<file path="src/pidaw_pkg.sv">
// Shared types, constants and arithmetic helpers of the PID controller block.
package pidaw_pkg;

    localparam int DataW    = 32;
    localparam int FracW    = 16;
    localparam int CoefW    = 17;
    localparam int DtW      = DataW - 1;
    localparam int NumW     = 33;                // magnitude of a divider numerator
    localparam int DvdW     = NumW + FracW;      // dividend after the fraction shift
    localparam int DivCntW  = 6;
    localparam logic [DivCntW-1:0] DIV_STEPS = DivCntW'(DvdW);
    localparam logic [CoefW-1:0] COEF_ONE    = 17'h10000;

    localparam logic [2:0] REG_GAIN_P  = 3'd0;
    localparam logic [2:0] REG_GAIN_I  = 3'd1;
    localparam logic [2:0] REG_GAIN_D  = 3'd2;
    localparam logic [2:0] REG_FILTER  = 3'd3;
    localparam logic [2:0] REG_OUT_MIN = 3'd4;
    localparam logic [2:0] REG_OUT_MAX = 3'd5;
    localparam logic [2:0] REG_MODE    = 3'd6;

    localparam logic [1:0] CLAMP_NONE = 2'd0;
    localparam logic [1:0] CLAMP_MAX  = 2'd1;
    localparam logic [1:0] CLAMP_MIN  = 2'd2;

    typedef enum logic [4:0] {
        OP_NONE,
        OP_LOAD,
        OP_ERR,
        OP_M_INT,
        OP_W_INT,
        OP_DIV_D,
        OP_DIV_STEP,
        OP_W_DER,
        OP_M_P,
        OP_W_P,
        OP_M_I,
        OP_W_I,
        OP_M_D,
        OP_W_D,
        OP_M_F1,
        OP_W_F1,
        OP_M_F2,
        OP_W_F2,
        OP_SUM,
        OP_CLAMP,
        OP_DIV_B,
        OP_W_BACK,
        OP_OUT
    } op_t;

    typedef struct packed {
        logic zero_dt;
        logic div_busy;
        logic filt_en;
        logic back_calc;
        logic out_free;
    } status_t;

    typedef struct packed {
        logic signed [DataW-1:0] val;
        logic                    ovf;
    } satres_t;

    function automatic satres_t sat36(input logic signed [35:0] v);
        satres_t r;
        r.ovf = 1'b0;
        if (v > 36'sh07FFFFFFF) begin
            r.val = 32'sh7FFFFFFF;
            r.ovf = 1'b1;
        end
        else if (v < 36'shF80000000) begin
            r.val = 32'sh80000000;
            r.ovf = 1'b1;
        end
        else begin
            r.val = v[31:0];
        end
        return r;
    endfunction

    // Apply a sign to a 49-bit magnitude, saturating to the signed range.
    function automatic satres_t sign_sat(input logic neg, input logic [48:0] m);
        satres_t     r;
        logic [48:0] lim;
        logic [32:0] mm;
        lim   = neg ? 49'h80000000 : 49'h7FFFFFFF;
        r.ovf = (m > lim);
        mm    = r.ovf ? lim[32:0] : m[32:0];
        r.val = neg ? 32'(33'd0 - mm) : mm[31:0];
        return r;
    endfunction

    function automatic logic [31:0] mag32(input logic signed [31:0] v);
        return v[31] ? 32'(-v) : 32'(v);
    endfunction

endpackage

</file>
<file path="src/pidaw_ctrl.sv">
// Step sequencer of the PID controller: walks one item through the datapath.
module pidaw_ctrl import pidaw_pkg::*; (
    input  logic    clk,
    input  logic    rst_n,
    input  logic    in_valid,
    output logic    in_ready,
    input  status_t status,
    output op_t     op
);

    typedef enum logic [4:0] {
        S_IDLE, S_ERR, S_M_INT, S_W_INT, S_DIV_D, S_RUN_D, S_W_DER,
        S_M_P, S_W_P, S_M_I, S_W_I, S_M_D, S_W_D,
        S_M_F1, S_W_F1, S_M_F2, S_W_F2, S_SUM, S_CLAMP,
        S_DIV_B, S_RUN_B, S_W_BACK, S_OUT
    } state_t;

    state_t state_reg, state_next;

    always_comb
    begin
        state_next = state_reg;
        unique case (state_reg)
            S_IDLE:   if (in_valid) state_next = S_ERR;
            S_ERR:    state_next = S_M_INT;
            S_M_INT:  state_next = S_W_INT;
            S_W_INT:  state_next = status.zero_dt ? S_W_DER : S_DIV_D;
            S_DIV_D:  state_next = S_RUN_D;
            S_RUN_D:  if (!status.div_busy) state_next = S_W_DER;
            S_W_DER:  state_next = S_M_P;
            S_M_P:    state_next = S_W_P;
            S_W_P:    state_next = S_M_I;
            S_M_I:    state_next = S_W_I;
            S_W_I:    state_next = S_M_D;
            S_M_D:    state_next = S_W_D;
            S_W_D:    state_next = status.filt_en ? S_M_F1 : S_SUM;
            S_M_F1:   state_next = S_W_F1;
            S_W_F1:   state_next = S_M_F2;
            S_M_F2:   state_next = S_W_F2;
            S_W_F2:   state_next = S_SUM;
            S_SUM:    state_next = S_CLAMP;
            S_CLAMP:  state_next = status.back_calc ? S_DIV_B : S_OUT;
            S_DIV_B:  state_next = S_RUN_B;
            S_RUN_B:  if (!status.div_busy) state_next = S_W_BACK;
            S_W_BACK: state_next = S_OUT;
            S_OUT:    if (status.out_free) state_next = S_IDLE;
            default:  state_next = S_IDLE;
        endcase
    end

    always_ff @(posedge clk or negedge rst_n)
    begin
        if (!rst_n)
            state_reg <= S_IDLE;
        else
            state_reg <= state_next;
    end

    assign in_ready = (state_reg == S_IDLE);

    always_comb
    begin
        unique case (state_reg)
            S_IDLE:   op = in_valid ? OP_LOAD : OP_NONE;
            S_ERR:    op = OP_ERR;
            S_M_INT:  op = OP_M_INT;
            S_W_INT:  op = OP_W_INT;
            S_DIV_D:  op = OP_DIV_D;
            S_RUN_D:  op = OP_DIV_STEP;
            S_W_DER:  op = OP_W_DER;
            S_M_P:    op = OP_M_P;
            S_W_P:    op = OP_W_P;
            S_M_I:    op = OP_M_I;
            S_W_I:    op = OP_W_I;
            S_M_D:    op = OP_M_D;
            S_W_D:    op = OP_W_D;
            S_M_F1:   op = OP_M_F1;
            S_W_F1:   op = OP_W_F1;
            S_M_F2:   op = OP_M_F2;
            S_W_F2:   op = OP_W_F2;
            S_SUM:    op = OP_SUM;
            S_CLAMP:  op = OP_CLAMP;
            S_DIV_B:  op = OP_DIV_B;
            S_RUN_B:  op = OP_DIV_STEP;
            S_W_BACK: op = OP_W_BACK;
            S_OUT:    op = OP_OUT;
            default:  op = OP_NONE;
        endcase
    end

endmodule

</file>
<file path="src/pidaw_dp.sv">
// Datapath of the PID controller: registers, shared multiplier and serial divider.
module pidaw_dp import pidaw_pkg::*; (
    input  logic                    clk,
    input  logic                    rst_n,
    input  op_t                     op,
    output status_t                 status,
    input  logic                    cfg_wr_en,
    input  logic [2:0]              cfg_index,
    input  logic [DataW-1:0]        cfg_data,
    input  logic signed [DataW-1:0] measured,
    input  logic signed [DataW-1:0] target,
    input  logic [DtW-1:0]          elapsed,
    output logic                    out_valid,
    input  logic                    out_ready,
    output logic signed [DataW-1:0] control_out,
    output logic signed [DataW-1:0] p_term,
    output logic signed [DataW-1:0] i_term,
    output logic signed [DataW-1:0] d_term,
    output logic [1:0]              clamp_state,
    output logic                    overflow,
    output logic                    zero_elapsed
);

    logic signed [DataW-1:0] gain_p_reg, gain_i_reg, gain_d_reg, out_min_reg, out_max_reg;
    logic [CoefW-1:0]        coef_reg;
    logic [1:0]              mode_reg;

    logic signed [DataW-1:0] meas_reg, tgt_reg, err_reg, integ_reg, prev_err_reg;
    logic signed [DataW-1:0] prev_fd_reg, deriv_reg, p_reg, i_reg, d_reg, f1_reg, x_reg;
    logic [DtW-1:0]          dt_reg;
    logic [1:0]              clamp_reg;
    logic                    ovf_reg, zero_reg;

    logic [63:0]             prod_reg;
    logic                    pneg_reg;

    logic [DataW-1:0]        rem_reg, den_reg;
    logic [DvdW-1:0]         dvd_reg, quo_reg;
    logic                    dneg_reg;
    logic [DivCntW-1:0]      dcnt_reg;

    logic                    out_valid_reg;
    logic signed [DataW-1:0] out_x_reg, out_p_reg, out_i_reg, out_d_reg;
    logic [1:0]              out_clamp_reg;
    logic                    out_ovf_reg, out_zero_reg;

    // Multiplier operand selection
    logic signed [DataW-1:0] ma_s, mb_s;
    logic [DataW-1:0]        ma, mb;
    logic [63:0]             prod_c;
    logic [CoefW-1:0]        coef_a, coef_b;
    satres_t                 mres, dres, s_err, s_int, s_f, s_sum;
    logic signed [32:0]      diff_err;
    logic signed [33:0]      dnum_d, dnum_b;
    logic signed [33:0]      dnum;
    logic [NumW-1:0]         dnum_mag;
    logic [32:0]             rem_sh;
    logic                    hit_max, hit_min;
    logic                    out_free;

    assign coef_a = (coef_reg > COEF_ONE) ? COEF_ONE : coef_reg;
    assign coef_b = COEF_ONE - coef_a;

    always_comb
    begin
        ma_s = err_reg;
        mb_s = {1'b0, dt_reg};
        unique case (op)
            OP_M_P:  begin ma_s = gain_p_reg;               mb_s = err_reg;     end
            OP_M_I:  begin ma_s = gain_i_reg;               mb_s = integ_reg;   end
            OP_M_D:  begin ma_s = gain_d_reg;               mb_s = deriv_reg;   end
            OP_M_F1: begin ma_s = 32'(coef_b);              mb_s = d_reg;       end
            OP_M_F2: begin ma_s = 32'(coef_a);              mb_s = prev_fd_reg; end
            default: begin ma_s = err_reg;                  mb_s = {1'b0, dt_reg}; end
        endcase
    end

    assign ma     = mag32(ma_s);
    assign mb     = mag32(mb_s);
    assign prod_c = ma * mb;
    assign mres   = sign_sat(pneg_reg, {1'b0, prod_reg[63:FracW]});
    assign dres   = sign_sat(dneg_reg, quo_reg);

    assign diff_err = {tgt_reg[31], tgt_reg} - {meas_reg[31], meas_reg};
    assign s_err    = sat36(36'(diff_err));
    assign s_int    = sat36(36'(mres.val) + 36'(integ_reg));
    assign s_f      = sat36(36'(f1_reg) + 36'(mres.val));
    assign s_sum    = sat36(36'(p_reg) + 36'(i_reg) + 36'(d_reg));

    assign dnum_d = 34'(err_reg) - 34'(prev_err_reg);
    assign dnum_b = ((clamp_reg == CLAMP_MAX) ? 34'(out_max_reg) : 34'(out_min_reg))
                    - 34'(p_reg) - 34'(d_reg);
    assign dnum     = (op == OP_DIV_B) ? dnum_b : dnum_d;
    assign dnum_mag = dnum[33] ? NumW'(-dnum) : NumW'(dnum);
    assign rem_sh   = {rem_reg, dvd_reg[DvdW-1]};

    assign hit_max  = mode_reg[1] && (x_reg > out_max_reg);
    assign hit_min  = mode_reg[1] && (x_reg < out_min_reg);
    assign out_free = !out_valid_reg || out_ready;

    assign status.zero_dt   = (dt_reg == '0);
    assign status.div_busy  = (dcnt_reg != '0);
    assign status.filt_en   = mode_reg[0];
    assign status.back_calc = (hit_max || hit_min) && (gain_i_reg != '0);
    assign status.out_free  = out_free;

    // Configuration registers
    always_ff @(posedge clk or negedge rst_n)
    begin
        if (!rst_n)
        begin
            gain_p_reg  <= '0;
            gain_i_reg  <= '0;
            gain_d_reg  <= '0;
            coef_reg    <= '0;
            out_min_reg <= 32'sh80000000;
            out_max_reg <= 32'sh7FFFFFFF;
            mode_reg    <= '0;
        end
        else if (cfg_wr_en)
        begin
            unique case (cfg_index)
                REG_GAIN_P:  gain_p_reg  <= cfg_data;
                REG_GAIN_I:  gain_i_reg  <= cfg_data;
                REG_GAIN_D:  gain_d_reg  <= cfg_data;
                REG_FILTER:  coef_reg    <= cfg_data[CoefW-1:0];
                REG_OUT_MIN: out_min_reg <= cfg_data;
                REG_OUT_MAX: out_max_reg <= cfg_data;
                REG_MODE:    mode_reg    <= cfg_data[1:0];
                default:     ;
            endcase
        end
    end

    // Loop state
    always_ff @(posedge clk or negedge rst_n)
    begin
        if (!rst_n)
        begin
            integ_reg    <= '0;
            prev_err_reg <= '0;
            prev_fd_reg  <= '0;
            dcnt_reg     <= '0;
            clamp_reg    <= CLAMP_NONE;
        end
        else
        begin
            unique case (op)
                OP_W_INT:  integ_reg <= s_int.val;
                OP_W_DER:  prev_err_reg <= err_reg;
                OP_W_F2:   prev_fd_reg <= s_f.val;
                OP_SUM:    clamp_reg <= CLAMP_NONE;
                OP_CLAMP:
                begin
                    priority if (hit_max)
                        clamp_reg <= CLAMP_MAX;
                    else if (hit_min)
                        clamp_reg <= CLAMP_MIN;
                    else
                        clamp_reg <= CLAMP_NONE;
                    if ((hit_max || hit_min) && gain_i_reg == '0)
                        integ_reg <= '0;
                end
                OP_W_BACK: integ_reg <= dres.val;
                OP_DIV_D, OP_DIV_B: dcnt_reg <= DIV_STEPS;
                OP_DIV_STEP: if (dcnt_reg != '0) dcnt_reg <= dcnt_reg - 1'b1;
                default:   ;
            endcase
        end
    end

    // Working registers
    always_ff @(posedge clk)
    begin
        unique case (op)
            OP_LOAD:
            begin
                meas_reg <= measured;
                tgt_reg  <= target;
                dt_reg   <= elapsed;
            end
            OP_ERR:
            begin
                err_reg  <= s_err.val;
                ovf_reg  <= s_err.ovf;
                zero_reg <= (dt_reg == '0);
            end
            OP_M_INT, OP_M_P, OP_M_I, OP_M_D, OP_M_F1, OP_M_F2:
            begin
                prod_reg <= prod_c;
                pneg_reg <= ma_s[31] ^ mb_s[31];
            end
            OP_W_INT: ovf_reg <= ovf_reg | mres.ovf | s_int.ovf;
            OP_DIV_D, OP_DIV_B:
            begin
                dvd_reg  <= {dnum_mag, FracW'(0)};
                quo_reg  <= '0;
                rem_reg  <= '0;
                den_reg  <= (op == OP_DIV_B) ? mag32(gain_i_reg) : 32'(dt_reg);
                dneg_reg <= (op == OP_DIV_B) ? (dnum[33] ^ gain_i_reg[31]) : dnum[33];
            end
            OP_DIV_STEP:
            begin
                if (dcnt_reg != '0)
                begin
                    dvd_reg <= dvd_reg << 1;
                    if (rem_sh >= {1'b0, den_reg})
                    begin
                        rem_reg <= 32'(rem_sh - {1'b0, den_reg});
                        quo_reg <= {quo_reg[DvdW-2:0], 1'b1};
                    end
                    else
                    begin
                        rem_reg <= rem_sh[31:0];
                        quo_reg <= {quo_reg[DvdW-2:0], 1'b0};
                    end
                end
            end
            OP_W_DER:
            begin
                if (zero_reg)
                    deriv_reg <= '0;
                else
                begin
                    deriv_reg <= dres.val;
                    ovf_reg   <= ovf_reg | dres.ovf;
                end
            end
            OP_W_P:
            begin
                p_reg   <= mres.val;
                ovf_reg <= ovf_reg | mres.ovf;
            end
            OP_W_I:
            begin
                i_reg   <= mres.val;
                ovf_reg <= ovf_reg | mres.ovf;
            end
            OP_W_D:
            begin
                d_reg   <= mres.val;
                ovf_reg <= ovf_reg | mres.ovf;
            end
            OP_W_F1:
            begin
                f1_reg  <= mres.val;
                ovf_reg <= ovf_reg | mres.ovf;
            end
            OP_W_F2:
            begin
                d_reg   <= s_f.val;
                ovf_reg <= ovf_reg | mres.ovf | s_f.ovf;
            end
            OP_SUM:
            begin
                x_reg   <= s_sum.val;
                ovf_reg <= ovf_reg | s_sum.ovf;
            end
            OP_CLAMP:
            begin
                priority if (hit_max)
                    x_reg <= out_max_reg;
                else if (hit_min)
                    x_reg <= out_min_reg;
            end
            OP_W_BACK: ovf_reg <= ovf_reg | dres.ovf;
            default:   ;
        endcase
    end

    // Output register
    always_ff @(posedge clk or negedge rst_n)
    begin
        if (!rst_n)
            out_valid_reg <= 1'b0;
        else if (op == OP_OUT && out_free)
            out_valid_reg <= 1'b1;
        else if (out_ready)
            out_valid_reg <= 1'b0;
    end

    always_ff @(posedge clk)
    begin
        if (op == OP_OUT && out_free)
        begin
            out_x_reg     <= x_reg;
            out_p_reg     <= p_reg;
            out_i_reg     <= i_reg;
            out_d_reg     <= d_reg;
            out_clamp_reg <= clamp_reg;
            out_ovf_reg   <= ovf_reg;
            out_zero_reg  <= zero_reg;
        end
    end

    assign out_valid    = out_valid_reg;
    assign control_out  = out_x_reg;
    assign p_term       = out_p_reg;
    assign i_term       = out_i_reg;
    assign d_term       = out_d_reg;
    assign clamp_state  = out_clamp_reg;
    assign overflow     = out_ovf_reg;
    assign zero_elapsed = out_zero_reg;

endmodule

</file>
<file path="src/pid_controller_antiwindup_top.sv">
// Top level of the PID controller with derivative filter and anti-windup.
// The derivative filter adds the filter products, and a clamp that back-calculates
// the integral adds a second division; a zero elapsed time skips the derivative
// division. One item at a time: a new item is taken only once the last result is
// in the output register; the 49-step serial divider takes most of the time.
// Reset: asynchronous, active low; clears gains, mode, loop state; limits to full range.
module pid_controller_antiwindup_top import pidaw_pkg::*; (
    input  logic                    clk,
    input  logic                    rst_n,
    input  logic                    cfg_wr_en,
    input  logic [2:0]              cfg_index,
    input  logic [DataW-1:0]        cfg_data,
    input  logic                    in_valid,
    output logic                    in_ready,
    input  logic signed [DataW-1:0] measured,
    input  logic signed [DataW-1:0] target,
    input  logic [DtW-1:0]          elapsed,
    output logic                    out_valid,
    input  logic                    out_ready,
    output logic signed [DataW-1:0] control_out,
    output logic signed [DataW-1:0] p_term,
    output logic signed [DataW-1:0] i_term,
    output logic signed [DataW-1:0] d_term,
    output logic [1:0]              clamp_state,
    output logic                    overflow,
    output logic                    zero_elapsed
);

    op_t     op;
    status_t status;

    // Sequencer: takes an item while idle, then steps the datapath
    pidaw_ctrl u_ctrl (
        .clk      (clk),
        .rst_n    (rst_n),
        .in_valid (in_valid),
        .in_ready (in_ready),
        .status   (status),
        .op       (op)
    );

    // Datapath: one shared 32x32 multiplier, one restoring divider,
    // and an output register so a finished item may wait for the sink
    pidaw_dp u_dp (
        .clk          (clk),
        .rst_n        (rst_n),
        .op           (op),
        .status       (status),
        .cfg_wr_en    (cfg_wr_en),
        .cfg_index    (cfg_index),
        .cfg_data     (cfg_data),
        .measured     (measured),
        .target       (target),
        .elapsed      (elapsed),
        .out_valid    (out_valid),
        .out_ready    (out_ready),
        .control_out  (control_out),
        .p_term       (p_term),
        .i_term       (i_term),
        .d_term       (d_term),
        .clamp_state  (clamp_state),
        .overflow     (overflow),
        .zero_elapsed (zero_elapsed)
    );

endmodule

</file>
<file path="config.mk">
export PLATFORM = sky130hd
export DESIGN_NAME = pid_controller_antiwindup_top
export DESIGN_NICKNAME = d
export VERILOG_FILES = /design/src/pidaw_pkg.sv /design/src/pidaw_ctrl.sv /design/src/pidaw_dp.sv /design/src/pid_controller_antiwindup_top.sv
export SDC_FILE = /design/constraint.sdc
export NUM_CORES = 2
export LEC_CHECK = 0
export ABC_CLOCK_PERIOD_IN_PS = 11100
export BUFFER_PORTS_ARGS = -buffer_cell sky130_fd_sc_hd__buf_4
export CAP_MARGIN = 20
export CORE_ASPECT_RATIO = 1.5
export CORE_MARGIN = 1
export CORE_UTILIZATION = 30
export DETAILED_ROUTE_END_ITERATION = 10
export GPL_TIMING_DRIVEN = 0
export PLACE_DENSITY = 0.56
export SYNTH_ARGS = -nofsm -noshare
export SYNTH_HDL_FRONTEND = slang
export SYNTH_SLANG_ARGS = --single-unit
export TNS_END_PERCENT = 20
</file>
<file path="constraint.sdc">
create_clock -name clk -period 11.1 [get_ports clk]
set_clock_uncertainty 0.05 [all_clocks]
set_input_delay 1.11 -clock clk [delete_from_list [all_inputs] [get_ports clk]]
set_output_delay 1.11 -clock clk [all_outputs]
set_load 0.01 [all_outputs]
</file>
-- Yosys cells after proc, flatten, opt, wreduce, memory -nomap -nowiden
Index checks and enable logic that the tools add are counted.
- $add $sub $neg: 17
- multiply operators: 1
- magnitude comparators: 14
- equality and inequality tests: 59
- muxes and demuxes: 62
- bitwise logic cells: 7
- reduce and logical (&&, ||, !) cells: 37
- operator list (cell ; number):
    $mux W32 ; 17
    $pmux W32 S5 ; 2
    $pmux W49 S2 ; 2
    $pmux W32 S2 ; 3
    $mux W33 ; 4
    $pmux W5 S23 ; 1
    $pmux W5 S22 ; 1
    $gt A36 B32 Y1 const B ; 3
    $lt A36 B32 Y1 const B ; 3
    $add A32 B32 Y33 ; 3
    $mux W49 ; 2
    $neg A32 Y32 ; 3
    $pmux W32 S3 ; 1
    $eq A5 B4 Y1 const B ; 16
    $eq A5 B5 Y1 const B ; 14
    $mux W34 ; 2
    $sub A34 B32 Y34 ; 2
    $sub A32 B32 Y33 ; 2
    $mul A32 B32 Y64 ; 1
    $sub A1 B32 Y32 const A ; 2
    $mux W31 ; 2
    $gt A49 B32 Y1 ; 1
    $gt A48 B32 Y1 ; 1
    $eq A5 B3 Y1 const B ; 8
    48 further kinds ; 101
- bits in registers: 970
- bits of input ports: 135
- output and inout bits: 134
- logic and storage cells: 238

-- Depth between registers and ports, before layout
- depth after elaboration: 11
- depth in mapped cells: 47
- depth with buffers taken out: 43

-- Modules after synthesis
A second synthesis with hierarchy kept.
- cells, all modules: 9348
- area total of the unflattened synthesis: 90596.9 um^2
- by module, submodules not included (module ; instances ; cells an instance ; area each (um^2) ; sequential area each (um^2)):
    pidaw_dp ; 1 ; 9270 ; 89945.0 ; 26635.5
    pidaw_ctrl ; 1 ; 78 ; 651.9 ; 125.1

-- Least setup slack after synthesis
OpenSTA, ideal clock, no wires.
- path kind: flip-flop to flip-flop
- start: reg u_ctrl.state_reg[3]
- end: reg u_dp.prod_reg[60], data pin
- library setup time: 0.265 ns
- arrival time: 10.714 ns
- data required time: 10.785 ns
- path slack: 0.071 ns
- stages on the path, launching flop included: 42
- path buffers: 5
- period minus slack after synthesis: 11.029 ns
- cells stage by stage: dfrtp_1 -> buf_2 -> nand2b_2 -> nor2_2 -> buf_4 -> buf_2 -> nand2_1 -> nand4_1 -> inv_1 -> ha_1 -> nor3b_1 -> and3_1 -> a31oi_1 -> nand2b_1 -> clkbuf_1 -> a21o_1 -> nor2_1 -> xnor2_1 -> [6 not listed] -> fa_1 -> fa_1 -> fa_1 -> inv_1 -> fa_1 -> inv_1 -> ha_1 -> nand4_1 -> nor2_1 -> nand3_1 -> or4_1 -> o311a_1 -> and2_1 -> o21ai_0 -> a21oi_1 -> o21a_1 -> o21ai_0 -> xor2_1
- longest elaborated chain between the ends: 8
- elaborated cells between the ends (all ways): 37
- classes of those cells: add/sub: 2; mul: 1; eq/ne: 27; mux: 5; reduce/logical: 2
- RTL lines (what ; RTL line ; source):
    start, declared ; pidaw_ctrl.sv:18 ; state_t state_reg, state_next;
    start signal, assigned ; pidaw_ctrl.sv:56 ; state_reg <= state_next;
    $eq A5 B3 Y1 / $eq A5 B5 Y1 (equally long branches) ; pidaw_ctrl.sv:63 ; unique case (state_reg)
    $reduce_or A2 Y1 (no line) ; - ;
    $pmux W5 S22 (*) ; pidaw_ctrl.sv:63 ;
    $eq A5 B5 Y1 / $eq A5 B4 Y1 (equally long branches) ; pidaw_dp.sv:68 ; unique case (op)
    $pmux W32 S5 ; pidaw_dp.sv:68 ;
    $neg A32 Y32 ; pidaw_pkg.sv:95 ; return v[31] ? 32'(-v) : 32'(v);
    $mux W32 ; pidaw_pkg.sv:95 ;
    $mul A32 B32 Y64 (*) ; pidaw_dp.sv:80 ; assign prod_c = ma * mb;
    net u_dp.prod_c[60] ; pidaw_dp.sv:50 ; logic [63:0] prod_c;
    end signal, assigned ; pidaw_dp.sv:190 ; prod_reg <= prod_c;
    end, declared ; pidaw_dp.sv:34 ; logic [63:0] prod_reg;
Mark *: on every way through the listed nets, which the timed path passes. The rest lies on a longest branch.
A chain may end at the register's enable or synchronous reset.

-- Worst setup path after layout
- start: reg u_ctrl.state_reg[0]
- end: reg u_dp.prod_reg[60], data pin
Same word-level chain as after synthesis.

==> impl_metrics.py <==
metrics = {
    "route": {
        "num_vias": 77220,
        "avgRoutedWirePerCell_um": 29.81,
        "firstDrtPassIters": 7,
        "ant_nets": 0,
        "drc_errors": 0,
        "drt_iter0_markers": 7176,
        "viasPerCell": 5.452,
        "routed_wl_mm": 422.1,
    },
    "sta": {
        "period_minus_slack_ps": 11630,
        "hold_violations": 0,
        "tightestPinTransition_ps": 1279,
        "slew_viol_final": 0,
        "fin_ws_ps": -527.9,
        "setup_violations": 29,
        "rsz0062_at_grt": "true",
        "fin_crit_sh_pct": 104.8,
        "relSlewSlack_pct": 14.02,
        "fmax_mhz": 86.00,
    },
    "die": {
        "dieArea_um2": 302700,
        "die_h_um": 673.4,
        "die_w_um": 449.6,
        "start_util_pct": 30.13,
        "rows": 246,
        "ios": 269,
        "core_area_um2": 299200,
    },
    "synthesis": {
        "syn_nets": 11110,
        "synthFlopType": "edfxtp_1",
        "syn-cell-area_um2": 90150,
        "yosys_warnings": 0,
        "synth_top_area_share_pct": 21.62,
        "synth-async-reset-ratio_pct": 30.81,
        "synthCells": 9385,
        "synth-seq-cells": 938,
        "ys_types": 103,
        "synth_area_leaders": "edfxtp_1 (22%), fa_1 (21%), ha_1 (8.6%)",
        "synth_edf_count": 649,
        "synth_area_leader_cell": "edfxtp_1",
        "yosysSeqAreaShare_pct": 29.69,
        "avgSynthCellArea_um2": 9.605,
    },
    "setup_path": {
        "crit_buf_inv": 8,
        "critPathTopFamily": "adder cells",
        "arrival_ps": 12130,
        "cpMostUsedCell": "fa_1",
        "worst_ep_required_time_ps": 11600,
        "crit_type": "flop to flop",
        "worstSetupStartpointType": "flop",
        "cpPeakStageDelay_ps": 580,
        "crit_path_end_kind": "flop",
        "cp_slowest_cell": "fa_1",
        "cp_max_fo": 10,
    },
    "placed_design": {
        "dpl.hpwl_mm": 337.6,
        "port_buffers": 267,
        "gp_congestion": 1.059,
        "dpl_cell_area_um2": 98580,
        "pre_cts_ws_ps": -5023,
    },
    "final_layout": {
        "drive_above_1_share_pct": 15.90,
        "stdcell_area_um2": 108100,
        "synthToLayoutAreaGrowth_pct": 19.96,
        "fin_nets": 11800,
        "largest_register_ffs": 49,
    },
    "pwr": {
        "worst_ir_drop_vdd_uv": 204.5,
        "power_density_nw_per_um2": 81.21,
        "leakage_uw": 0.04852,
        "p_switching_uw": 2453,
        "comb_power_share_pct": 11.8,
        "p_total_uw": 8782,
        "netSwitchingFraction_pct": 27.93,
        "power.share.clock_pct": 42.3,
        "intPower_uw": 6329,
        "p_seq_share_pct": 45.9,
    },
    "clock_tree": {
        "cts_htree_levels": 3,
        "clock_path_buffers": 3,
        "clock_sinks": 938,
        "cts_buffers": 102,
        "cts.clk_slew.worst_paths_ps": 70,
        "clk_latency_ps": 830,
        "cts_tree": "done",
        "cts_root_buf": "clkbuf_16",
    },
    "global_routing": {
        "grt_overflow_total": 0,
        "grt_pass1_wl_mm": 587.2,
        "grtUsageTotal_pct": 27.51,
        "grt_pass1_vias": 79060,
        "grt_max_degree": 109,
        "antenna_found_initial": 34,
    },
    "run_status": {
        "violations": "negative setup slack",
        "status": "finished with violations",
    },
    "min_path": {
        "holdCritPathClass": "primary input to asynchronous set/reset pin",
    },
    "flow_run": {
        "maxCapViolCount": 0,
    },
}
metal layers:
metal / vias up / wire (µm) / track usage [%]
met1: 38440 / 133200 / 27.05
met5: - / 86 / 0.1754
met3: 1678 / 34250 / 6.468
li1: 32920 / - / -
met4: 14 / 57680 / 30.02
met2: 4160 / 196900 / 45.66
final cells by class:
cell class | count | area, µm²
Fill cell | 30570 | 191000
Clock inverter | 65 | 823.3
Multi-Input combinational cell | 6770 | 59950
Antenna cell | 22 | 55.05
Buffer | 390 | 2590
Sequential cell | 938 | 26770
Timing Repair Buffer | 604 | 5472
Tap cell | 3968 | 4965
Inverter | 1276 | 4792
Clock buffer | 129 | 2725
worst paths after layout:
check	startpoint	to	slack (ps)	cells past startpoint
max in group asynchronous	rst_n	u_dp.coef_reg[1]	9120	3
setup reg to reg	u_ctrl.state_reg[0]	u_dp.prod_reg[60]	-530	40
setup / recovery	u_ctrl.state_reg[0]	u_dp.prod_reg[60]	-530	40
hold / removal	rst_n	u_dp.prev_fd_reg[16]	210	1
hold reg to reg	u_dp.x_reg[16]	u_dp.control_out[16]	420	0
min in group clk	elapsed[25]	u_dp.dt_reg[25]	410	1
layout by cell type (no fill, tap or decap), drive strengths merged, types with 22 or more instances in the layout:
cell type,netlist,layout
o21ai,480,480
nand3,98,98
or3,64,64
nand2b,84,84
a21boi,23,23
a221oi,27,27
a221o,36,36
dfrtp,257,257
diode,0,22
xor2,171,171
or2,23,23
a211oi,35,35
o21a,58,58
fa,965,965
a21oi,516,516
nor3,109,109
xnor2,241,241
nor2b,79,79
a31oi,50,50
o21bai,42,42
ha,621,621
and3,33,33
and2,84,84
o31ai,38,38
o211ai,26,26
nor2,980,980
edfxtp,649,649
inv,1276,1286
nand2,969,969
a22oi,95,95
buf,99,712
nand4,81,81
clkinv,0,35
clkbuf,302,411
nor4,36,36
a21o,226,226
mux2i,34,34
o22ai,27,27
mux2,163,163
dfstp,32,32
repair_timing:
action	CTS	global route
gates resized for setup	783	159
setup endpoints to repair	91	124
gates cloned	1	0
setup buffers	177	63
pin swaps	222	90
hold buffers	0	0
through the flow:
step / std cells / hold slack (ps) / setup TNS [ps] / util, %
final: 14160 / 209.6 / -7717 / 36.15
after global routing: 14150 / 264.3 / -10110 / 36.13
after CTS: 14080 / 246.2 / -1541 / 35.78
after detailed placement: 13710 / 415.5 / -161390 / 32.95
after global placement: 13620 / 413.3 / -270600 / 32.46
after floorplan: 9385 / 387.9 / 0 / -
power by group through the flow:
stage | clock network, µW | logic [µW] | registers [µW]
final | 3720 | 1030 | 4030
after global placement | 0 | 969 | 4090
after floorplan | 0 | 652 | 4030
after detailed placement | 0 | 978 | 4090
after CTS | 3760 | 1010 | 4020
after global routing | 3880 | 1130 | 4040
cell usage after synthesis, drive strengths merged (84+ instances only):
cell / n
a21oi: 516
clkbuf: 302
a22oi: 95
nor3: 109
nand2b: 84
edfxtp: 649
and2: 84
ha: 621
nor2: 980
o21ai: 480
inv: 1276
xor2: 171
xnor2: 241
nand3: 98
a21o: 226
buf: 99
nand2: 969
fa: 965
dfrtp: 257
mux2: 163
logic make-up (layout without fill, tap and decap cells):
group / count (synthesis) / in the layout / share of synthesized area (%)
muxes: 197 / 197 / 2.414
other: 0 / 22 / 0
AOI/OAI and AO/OA: 1856 / 1856 / 13.09
and+or+nand+nor: 2711 / 2711 / 13.34
adders and majority gates: 1594 / 1594 / 30.14
xor gates and xnor gates: 412 / 412 / 4.169
buffers and inverters: 1677 / 2464 / 7.162
DFF: 938 / 938 / 29.69
Note: power is estimated with default switching activity, not from simulation.
